File: config.mk
export PLATFORM = sky130hd
export DESIGN_NAME = sha256_stream_hasher_top
export DESIGN_NICKNAME = d
export VERILOG_FILES = /design/src/hw/rtl/sha_pkg.sv /design/src/hw/rtl/sha_datapath.sv /design/src/hw/rtl/sha_ctrl.sv /design/src/hw/rtl/sha256_stream_hasher_top.sv
export SDC_FILE = /design/constraint.sdc
export NUM_CORES = 2
export LEC_CHECK = 0
export BUFFER_PORTS_ARGS = -buffer_cell sky130_fd_sc_hd__buf_2
export CORE_ASPECT_RATIO = 2
export CORE_MARGIN = 10
export CORE_UTILIZATION = 60
export DETAILED_ROUTE_END_ITERATION = 16
export GPL_ROUTABILITY_DRIVEN = 0
export HOLD_SLACK_MARGIN = 0.1
export MAX_ROUTING_LAYER = met4
export PLACE_DENSITY = 0.76
export REMOVE_ABC_BUFFERS = 1
export SLEW_MARGIN = 20
export SYNTH_ARGS = -nofsm -noshare
export SYNTH_HDL_FRONTEND = slang
export SYNTH_SLANG_ARGS = --single-unit
File: constraint.sdc
create_clock -name clk -period 23.7 [get_ports clk]
set_clock_uncertainty 0.2 [all_clocks]
set_input_delay 2.37 -clock clk [delete_from_list [all_inputs] [get_ports clk]]
set_output_delay 2.37 -clock clk [all_outputs]
set_load 0.01 [all_outputs]
File: src/hw/rtl/sha_pkg.sv
package sha_pkg;
	localparam logic [31:0] H_INIT [8] = '{
		32'h6a09e667, 32'hbb67ae85, 32'h3c6ef372, 32'ha54ff53a,
		32'h510e527f, 32'h9b05688c, 32'h1f83d9ab, 32'h5be0cd19};
	localparam logic [31:0] ROUND_K [64] = '{
		32'h428a2f98, 32'h71374491, 32'hb5c0fbcf, 32'he9b5dba5,
		32'h3956c25b, 32'h59f111f1, 32'h923f82a4, 32'hab1c5ed5,
		32'hd807aa98, 32'h12835b01, 32'h243185be, 32'h550c7dc3,
		32'h72be5d74, 32'h80deb1fe, 32'h9bdc06a7, 32'hc19bf174,
		32'he49b69c1, 32'hefbe4786, 32'h0fc19dc6, 32'h240ca1cc,
		32'h2de92c6f, 32'h4a7484aa, 32'h5cb0a9dc, 32'h76f988da,
		32'h983e5152, 32'ha831c66d, 32'hb00327c8, 32'hbf597fc7,
		32'hc6e00bf3, 32'hd5a79147, 32'h06ca6351, 32'h14292967,
		32'h27b70a85, 32'h2e1b2138, 32'h4d2c6dfc, 32'h53380d13,
		32'h650a7354, 32'h766a0abb, 32'h81c2c92e, 32'h92722c85,
		32'ha2bfe8a1, 32'ha81a664b, 32'hc24b8b70, 32'hc76c51a3,
		32'hd192e819, 32'hd6990624, 32'hf40e3585, 32'h106aa070,
		32'h19a4c116, 32'h1e376c08, 32'h2748774c, 32'h34b0bcb5,
		32'h391c0cb3, 32'h4ed8aa4a, 32'h5b9cca4f, 32'h682e6ff3,
		32'h748f82ee, 32'h78a5636f, 32'h84c87814, 32'h8cc70208,
		32'h90befffa, 32'ha4506ceb, 32'hbef9a3f7, 32'hc67178f2};
	localparam logic [7:0] PAD_BYTE = 8'h80;

	typedef enum logic [1:0] {
		BYTE_DATA = 2'd0,
		BYTE_PAD = 2'd1,
		BYTE_ZERO = 2'd2,
		BYTE_LEN = 2'd3
	} byte_sel_t;

	typedef struct packed {
		logic wr_en;
		byte_sel_t wr_sel;
		logic count_bits;
		logic rnd_start;
		logic rnd_step;
		logic rnd_finish;
		logic msg_init;
		logic out_shift;
	} sha_cmd_t;

	typedef struct packed {
		logic [5:0] fill;
		logic [5:0] rnd;
	} sha_sts_t;
endpackage

File: src/hw/rtl/sha_datapath.sv
module sha_datapath (
	input logic clk,
	input logic arst_n,
	input sha_pkg::sha_cmd_t cmd,
	input logic [7:0] data_byte,
	output sha_pkg::sha_sts_t sts,
	output logic [31:0] digest_word
);
	import sha_pkg::*;

	logic [31:0] blk_q [16];
	logic [5:0] fill_q;
	logic [63:0] bits_q;
	logic [31:0] h_q [8];
	logic [31:0] v_q [8];
	logic [31:0] w_q [16];
	logic [5:0] rnd_q;
	logic [7:0] wr_byte;
	logic [31:0] w_new, w_cur, s0, s1, sum0, sum1, ch, maj, p, q;

	always_comb begin
		unique case (cmd.wr_sel)
			BYTE_DATA: wr_byte = data_byte;
			BYTE_PAD: wr_byte = PAD_BYTE;
			BYTE_ZERO: wr_byte = 8'h00;
			BYTE_LEN: wr_byte = bits_q[{3'd7 - fill_q[2:0], 3'b000} +: 8];
			default: wr_byte = 8'h00;
		endcase
	end

	// block held as big-endian words, one byte lane written per cycle
	always_ff @(posedge clk) begin
		if (cmd.wr_en) begin
			blk_q[fill_q[5:2]][{2'd3 - fill_q[1:0], 3'b000} +: 8] <= wr_byte;
		end
	end

	always_comb begin
		s0 = {w_q[1][6:0], w_q[1][31:7]} ^ {w_q[1][17:0], w_q[1][31:18]} ^ (w_q[1] >> 3);
		s1 = {w_q[14][16:0], w_q[14][31:17]} ^ {w_q[14][18:0], w_q[14][31:19]}
			^ (w_q[14] >> 10);
		w_new = s1 + w_q[9] + s0 + w_q[0];
		w_cur = w_q[0];
		sum1 = {v_q[4][5:0], v_q[4][31:6]} ^ {v_q[4][10:0], v_q[4][31:11]}
			^ {v_q[4][24:0], v_q[4][31:25]};
		ch = (v_q[4] & v_q[5]) ^ (~v_q[4] & v_q[6]);
		sum0 = {v_q[0][1:0], v_q[0][31:2]} ^ {v_q[0][12:0], v_q[0][31:13]}
			^ {v_q[0][21:0], v_q[0][31:22]};
		maj = (v_q[0] & v_q[1]) ^ (v_q[0] & v_q[2]) ^ (v_q[1] & v_q[2]);
		p = v_q[7] + sum1 + ch + ROUND_K[rnd_q] + w_cur;
		q = sum0 + maj;
	end

	always_ff @(posedge clk or negedge arst_n) begin
		if (!arst_n) begin
			fill_q <= '0;
			bits_q <= '0;
			rnd_q <= '0;
			for (int i = 0; i < 8; i++) begin
				h_q[i] <= H_INIT[i];
			end
		end else begin
			if (cmd.wr_en) begin
				fill_q <= fill_q + 6'd1;
			end
			if (cmd.count_bits) begin
				bits_q <= bits_q + 64'd8;
			end
			if (cmd.rnd_start) begin
				rnd_q <= '0;
			end else if (cmd.rnd_step) begin
				rnd_q <= rnd_q + 6'd1;
			end
			if (cmd.rnd_finish) begin
				for (int i = 0; i < 8; i++) begin
					h_q[i] <= h_q[i] + v_q[i];
				end
			end else if (cmd.msg_init) begin
				for (int i = 0; i < 8; i++) begin
					h_q[i] <= H_INIT[i];
				end
				fill_q <= '0;
				bits_q <= '0;
			end else if (cmd.out_shift) begin
				for (int i = 0; i < 7; i++) begin
					h_q[i] <= h_q[i+1];
				end
				h_q[7] <= h_q[0];
			end
		end
	end

	always_ff @(posedge clk) begin
		if (cmd.rnd_start) begin
			for (int i = 0; i < 8; i++) begin
				v_q[i] <= h_q[i];
			end
			for (int i = 0; i < 16; i++) begin
				w_q[i] <= blk_q[i];
			end
		end else if (cmd.rnd_step) begin
			v_q[7] <= v_q[6];
			v_q[6] <= v_q[5];
			v_q[5] <= v_q[4];
			v_q[4] <= v_q[3] + p;
			v_q[3] <= v_q[2];
			v_q[2] <= v_q[1];
			v_q[1] <= v_q[0];
			v_q[0] <= p + q;
			for (int i = 0; i < 15; i++) begin
				w_q[i] <= w_q[i+1];
			end
			w_q[15] <= w_new;
		end
	end

	assign sts.fill = fill_q;
	assign sts.rnd = rnd_q;
	assign digest_word = h_q[0];
endmodule

File: src/hw/rtl/sha_ctrl.sv
module sha_ctrl (
	input logic clk,
	input logic arst_n,
	input logic in_valid,
	output logic in_ready,
	input logic has_byte,
	input logic is_last,
	output logic out_valid,
	input logic out_ready,
	output logic [2:0] word_index,
	output logic last_word,
	input sha_pkg::sha_sts_t sts,
	output sha_pkg::sha_cmd_t cmd
);
	import sha_pkg::*;

	localparam logic [2:0] ST_IDLE = 3'd0;
	localparam logic [2:0] ST_RUN = 3'd1;
	localparam logic [2:0] ST_FIN = 3'd2;
	localparam logic [2:0] ST_PAD = 3'd3;
	localparam logic [2:0] ST_OUT = 3'd4;
	localparam logic [2:0] ST_ADD = 3'd5;

	logic [2:0] state_q, state_d;
	logic pad_q, pad_d;
	logic ext_q, ext_d;
	logic len_q, len_d;
	logic last_q, last_d;
	logic [2:0] idx_q;
	logic acc;

	assign in_ready = (state_q == ST_IDLE);
	assign out_valid = (state_q == ST_OUT);
	assign word_index = idx_q;
	assign last_word = (idx_q == 3'd7);
	assign acc = in_valid && in_ready;

	always_comb begin
		cmd = '0;
		cmd.wr_sel = BYTE_DATA;
		state_d = state_q;
		pad_d = pad_q;
		ext_d = ext_q;
		len_d = len_q;
		last_d = last_q;
		unique case (state_q)
			ST_IDLE: begin
				if (acc) begin
					cmd.wr_en = has_byte;
					cmd.count_bits = has_byte;
					pad_d = 1'b0;
					ext_d = 1'b0;
					len_d = 1'b0;
					last_d = is_last;
					if (has_byte && sts.fill == 6'd63) begin
						state_d = ST_FIN;
					end else if (is_last) begin
						state_d = ST_PAD;
					end
				end
			end
			ST_FIN: begin
				cmd.rnd_start = 1'b1;
				state_d = ST_RUN;
			end
			ST_RUN: begin
				cmd.rnd_step = 1'b1;
				if (sts.rnd == 6'd63) begin
					state_d = ST_ADD;
				end
			end
			ST_ADD: begin
				cmd.rnd_finish = 1'b1;
				ext_d = 1'b0;
				if (!last_q) begin
					state_d = ST_IDLE;
				end else if (len_q) begin
					state_d = ST_OUT;
				end else begin
					state_d = ST_PAD;
				end
			end
			ST_PAD: begin
				cmd.wr_en = 1'b1;
				if (!pad_q) begin
					cmd.wr_sel = BYTE_PAD;
					pad_d = 1'b1;
					// pad byte past the length slot needs one more block
					if (sts.fill >= 6'd56) begin
						ext_d = 1'b1;
					end
				end else if (sts.fill >= 6'd56 && !ext_q) begin
					cmd.wr_sel = BYTE_LEN;
					if (sts.fill == 6'd63) begin
						len_d = 1'b1;
					end
				end else begin
					cmd.wr_sel = BYTE_ZERO;
				end
				if (sts.fill == 6'd63) begin
					state_d = ST_FIN;
				end
			end
			ST_OUT: begin
				if (out_ready) begin
					if (idx_q == 3'd7) begin
						cmd.msg_init = 1'b1;
						state_d = ST_IDLE;
					end else begin
						cmd.out_shift = 1'b1;
					end
				end
			end
			default: state_d = ST_IDLE;
		endcase
	end

	always_ff @(posedge clk or negedge arst_n) begin
		if (!arst_n) begin
			state_q <= ST_IDLE;
			pad_q <= 1'b0;
			ext_q <= 1'b0;
			len_q <= 1'b0;
			last_q <= 1'b0;
			idx_q <= '0;
		end else begin
			state_q <= state_d;
			pad_q <= pad_d;
			ext_q <= ext_d;
			len_q <= len_d;
			last_q <= last_d;
			if (state_q == ST_OUT && out_ready) begin
				idx_q <= idx_q + 3'd1;
			end
		end
	end
endmodule

File: src/hw/rtl/sha256_stream_hasher_top.sv
// sha-256 over a byte stream, at most one byte per transaction
// a data byte is taken while idle; a full block adds the compression rounds, with in_ready low
// message end: pad sweep to 64 bytes plus one or two compressions
// then eight digest transactions, one per cycle when out_ready is high
// arst_n restores the initial hash, clears counts; buffer is not cleared
module sha256_stream_hasher_top (
	input logic clk,
	input logic arst_n,
	input logic in_valid,
	output logic in_ready,
	input logic [7:0] data_byte,
	input logic has_byte,
	input logic is_last,
	output logic out_valid,
	input logic out_ready,
	output logic [31:0] digest_word,
	output logic [2:0] word_index,
	output logic last_word
);
	import sha_pkg::*;

	sha_cmd_t cmd;
	sha_sts_t sts;

	sha_ctrl u_ctrl (
		.clk(clk), .arst_n(arst_n), .in_valid(in_valid), .in_ready(in_ready),
		.has_byte(has_byte), .is_last(is_last), .out_valid(out_valid),
		.out_ready(out_ready), .word_index(word_index), .last_word(last_word),
		.sts(sts), .cmd(cmd)
	);

	sha_datapath u_dp (
		.clk(clk), .arst_n(arst_n), .cmd(cmd), .data_byte(data_byte),
		.sts(sts), .digest_word(digest_word)
	);
endmodule

---- Word-level counts from Yosys, hierarchy flattened ----
Memories as Yosys holds them, arrays and structs flattened.
Cells that the tools add are included.
operators by class
  $add $sub $neg .......................... 25
  magnitude comparators ................... 2
  equal/unequal tests ..................... 21
  shift-type cells ........................ 3
  multiplexer cells ....................... 77
  bitwise gates (word level) .............. 42
  reductions and logical operators ........ 16
operators by type and width
  operator                number
  $mux 32                 27
  $mux 256                3
  $add 32x32->32          18
  $xor 32x32->32          9
  $mux 64                 3
  $and 32x32->32          5
  $add 64x4->64 const B   1
  $shiftx 64x7->8         1
  $not 32->32             1
  $pmux 8 s4              1
  $shift 8x7->32 const A  1
  $shiftx 8x7->32         1
  $xor 32x22->32          1
  $xor 32x29->32          1
  $mux 6                  5
  $mux 3                  9
  $or 1x1->1              24
  $mux 1                  20
  $pmux 3 s6              1
  $ne 2x1->1 const B      7
  $add 6x1->6 const B     2
  $eq 6x6->1 const B      2
  $eq 3x3->1 const B      3
  $mux 2                  4
  other kinds (25)        36
storage, ports and cells
  bits in registers ....................... 342
  bits in writable memories ............... 1280
  memory bits (read-only) ................. 2048
  input bits .............................. 14
  output and inout bits ................... 38
  word-level logic and storage cells ...... 207
  memories ................................ 4
memory list
  name             depth  width  read ports  clocked after memory_dff  write ports  line                source
  (no name shown)  64     32     1           0                         0            sha_datapath.sv:50  p = v_q[7] + sum1 + ch + ROUND_K[rnd_q] + w_cur;
  u_dp.blk_q       16     32     16          0                         1            sha_datapath.sv:11  logic [31:0] blk_q [16];
  u_dp.w_q         16     32     16          0                         16           sha_datapath.sv:16  logic [31:0] w_q [16];
  u_dp.v_q         8      32     8           0                         8            sha_datapath.sv:15  logic [31:0] v_q [8];

---- Depth between registers and ports, before layout ----
An unclocked memory read counts as a cell.
  word-level depth ........................ 9
  gate-level depth with buffers ........... 41
  mapped depth without buffers ............ 39

---- By module ----
Synthesis repeated with hierarchy kept, for this count alone.
unflattened totals
  cell total of the unflattened synthesis .. 8575
  area, all modules ....................... 92205.9 sq um
by module, submodules not included
  module        instances  cells an instance  area each (sq um)  seq. area each (sq um)
  sha_datapath  1          8502               91521.5            46839.9
  sha_ctrl      1          73                 684.4              250.2

---- Worst setup path before layout ----
No wires, ideal clock.
  path kind ............................... register -> register
  from .................................... register u_ctrl.state_q[2]
  to ...................................... register u_dp.rnd_q[1]
  library setup time ...................... 0.789 ns
  arrival time ............................ 16.096 ns
  data required time ...................... 22.711 ns
  slack ................................... 6.614 ns
  cell stages (with the launch flop) ...... 6
  buffers on the path ..................... 2
  clock period less this slack ............ 17.086 ns
  cells stage by stage .................... dfrtp_1 -> clkbuf_2 -> clkbuf_1 -> o21bai_1 -> inv_1 -> o21ai_0
between the ends
  word-level cells in the longest chain between the ends .. 3
  elaborated cells between the ends (all ways) .. 6
  those cells by class .................... eq/ne: 2; mux: 3; reduce/logical: 1
ends and longest elaborated chain
  item                                                line                source
  start: declaration                                  sha_ctrl.sv:24      logic [2:0] state_q, state_d;
  start signal: assignment                            sha_ctrl.sv:127     state_q <= state_d;
  $eq 3x2->1 / $eq 3x1->1 (equally long branches)     sha_ctrl.sv:46      unique case (state_q)
  $mux 1                                              sha_ctrl.sv:46
  $mux 6 / $reduce_bool 2->1 (equally long branches)  n/a
  end signal: assignment                              sha_datapath.sv:72  rnd_q <= rnd_q + 6'd1;
  end: declaration                                    sha_datapath.sv:17  logic [5:0] rnd_q;
Several ways; a longest one is shown, not always the timed one.
A chain may end at the register's enable or synchronous reset.

==> results.toml <==
[floorplan]
io_pins = 52
die_area_sq_um = 169000
chipHeight_microns = 572
core_sq_um = 151000
initial_core_util = 0.604
rows = 202
die_width_microns = 296

[power]
swShare = 0.205
p_int_mw = 4.43
power_frac_seq = 0.545
pwr-share-clk = 0.451
switchingPower_mw = 1.14
leakagePower_nw = 39.8
power.total_mw = 5.57
combPwrFrac = 0.005
peakVddDrop_mv = 0.0559
p_per_area_nw_per_um2 = 56.5

[critical_path]
regToRegSetupSlack_ns = 12.88
r2r_start = "u_dp.rnd_q[0]"
cp_common_cell = "inv_1"
r2r_cells = 36
worstPathRequired_ns = 24.01
worst_setup_path_start_kind = "register"
path_class = "register to register"
cp_max_fo = 22
path_buf_inv = 7
cp.arrival_ns = 11.13
cpMaxStageDelayCell = "o211ai_1"
crit_path_end_kind = "register"
slowest_delay_ns = 0.88
critPathLaunch = "u_dp.rnd_q[0]"
crit_family = "adder cells"
r2r_end = "u_dp.v_q[0][31]"

[timing]
finalSetupViolCount = 0
rsz0062_at_grt = "false"
tightest_slew_ns = 1.33
max_slew_margin = 0.102
hold_violations = 0
period_share = 0.457
final_max_slew_viol_count = 0
finalSetupTns_ns = 0
min_period_ns = 10.82
fmax_mhz = 92.4

[synth]
netlist-cell-type-count = 99
ys.flop_type = "edfxtp_1"
synth_enable_flop_cells = 1280
synthTopCellsByCount = "nand2_1, edfxtp_1, a21oi_1, o21ai_0, nor2_1"
synth-async-reset-ratio = 0.209
yosysMostFrequentCell = "nand2_1"
yosys.area.top_type = "edfxtp_1"
synth_top_area_frac = 0.420
ys_seq_elements = 1619
yosysWarnings = 0
synthCells = 8686
yosysSeqAreaShare = 0.515
ys_top_cells_by_area = "edfxtp_1, nand2_1, dfrtp_1"
avgSynthCellArea_sq_um = 10.5
syn_area_sq_um = 91500

[grt]
grt_max_degree = 190
met1_usage = 0.374
antenna_found_initial = 14
grt.total_usage = 0.382
grt_pass1_wl_microns = 459000
grt_pass1_vias = 70400
grt.overflow.total = 0
use_met3 = 0.112
met2_usage = 0.603
busiest_layer = "met2"

[clock_network]
cts_buffer_depth = 4
cts_made_buffers = 152
path_clk_slew_ns = 0.07
cts_root_buffer = "clkbuf_16"
cts_resized = 0
worstSkewPairLatency_ns = 0.83
cts_sinks = 1619
cts_setup_buffers = 0
cts_tree = "built"
cts_hold_buf = 0
ctsHtreeMaxLevel = 4

[routing]
antenna_left = 0
drtPass1Iterations = 16
drcViolationCount = 0
vias = 70600
avgRoutedWirePerCell_microns = 29.3
avgViaCountPerCell = 6.65
drtIter0Drc = 8326
routed_wl_microns = 311000

[layout]
area_growth_syn_to_layout_pct = 7.65
num-nets-final = 9162
drive_above_1_share = 0.0930

[worst_hold_path]
hold_depth = 2
hold-path-endpoint = "u_dp.w_q[2][27]"
min_from = "u_dp.blk_q[2][27]"
hold_class = "register to register"

[place]
dp_hpwl_microns = 209000
port_buffers = 51

[outcome]
status = "finished, final reports clean"

[flow_run]
cap_violations = 0
-- per-stage QoR --
| stage | hold slack [ns] | instance area (sq um) | std cells | setup slack [ns] | utilization |
|---|---|---|---|---|---|
| 2_1_floorplan | 0.274 | 89700 | 8242 | 5.76 | - |
| 3_3_place_gp | 0.285 | 93300 | 10300 | 13.58 | 0.616 |
| 3_5_place_dp | 0.291 | 93300 | 10300 | 13.47 | 0.616 |
| 4_1_cts | 0.283 | 98200 | 10600 | 13.46 | 0.649 |
| 5_1_grt | 0.314 | 98500 | 10600 | 12.48 | 0.650 |
| 6_report | 0.287 | 98500 | 10600 | 12.88 | 0.650 |
-- cells in the final DEF (no fill, tap or decap), types with 46 or more instances in the layout --
cell type and count:
a31oi_1 61, o21ai_0 448, and3_1 69, nor2b_1 58, or3_1 55, buf_2 51
nand2_1 1928, o21a_1 50, nor2_1 430, inv_1 366, o211ai_1 48, nand2b_1 70
mux2i_1 46, nor3_1 82, a211oi_1 49, a21oi_1 494, o22ai_1 109, fa_1 195
buf_4 89, dfstp_2 136, clkbuf_16 157, dfrtp_1 201, edfxtp_1 1280, nand3_1 92
a21o_1 188, mux2_2 179, xor2_1 251, ha_1 398, a22oi_1 72, xnor2_1 359
-- flip-flops by register name, summed over array words and instances, names as in the netlist --
| name | count |
|---|---|
| u_dp.blk_q | 512 |
| u_dp.w_q | 512 |
| u_dp.v_q | 256 |
| u_dp.h_q | 224 |
| u_dp.bits_q | 61 |
| u_dp.digest_word | 32 |
| u_dp.fill_q | 6 |
| u_dp.rnd_q | 6 |
| u_ctrl.state_q | 3 |
| u_ctrl.word_index | 3 |
| u_ctrl.ext_q | 1 |
| u_ctrl.last_q | 1 |
| u_ctrl.len_q | 1 |
| u_ctrl.pad_q | 1 |
-- layer usage --
| layer | share of wire | up-vias |
|---|---|---|
| li1 | - | 30300 |
| met1 | 0.30 | 34100 |
| met2 | 0.48 | 4421 |
| met3 | 0.095 | 1855 |
| met4 | 0.12 | 0 |
| met5 | 0 | - |
-- final cells by class --
cell class              instances  area [sq um]
fillers                     11400         52900
flip-flops and latches       1619         47100
multi-input cells            6252         41400
clock buffers                 191          4130
well taps                    1938          2420
inverters                     371          1400
repair buffers                158          1210
clock inverters                76           777
diodes                         19          47.5
-- how the worst max path moves through the flow --
stage	depth (start not counted)	endpoint	slack, ns
2_1_floorplan	9	u_ctrl.state_q[0]	5.76
3_3_place_gp	33	u_dp.v_q[0][158]	13.58
3_5_place_dp	33	u_dp.v_q[0][158]	13.47
4_1_cts	33	u_dp.v_q[0][158]	13.46
5_1_grt	34	u_dp.v_q[0][30]	12.48
6_report	36	u_dp.v_q[0][31]	12.88
-- power by group through the flow --
stage                     combinational [mW]  clock [mW]  sequential [mW]
after global placement                0.0250           0             3.09
after floorplan                      0.00332           0             3.09
after CTS                             0.0253        2.51             3.03
final                                 0.0251        2.51             3.03
after global routing                  0.0267        2.62             3.03
after detailed placement              0.0253           0             3.09
-- cells by family after synthesis --
group                      Yosys count  synth area share
DFF                               1619             0.515
buffers and inverters              815            0.0349
AOI/OAI and AO/OA                 1841             0.125
xor gates and xnor gates           619            0.0593
adders and majority gates          597            0.0976
muxes                              248            0.0325
and+or+nand+nor                   2947             0.136
-- tightest hold or removal path, stage by stage (launching register included) --
cell,delay (ns)
edfxtp_1,0.32
nand2_1,0.05
nand2_1,0.05
Power figures use the tool's default switching activity.
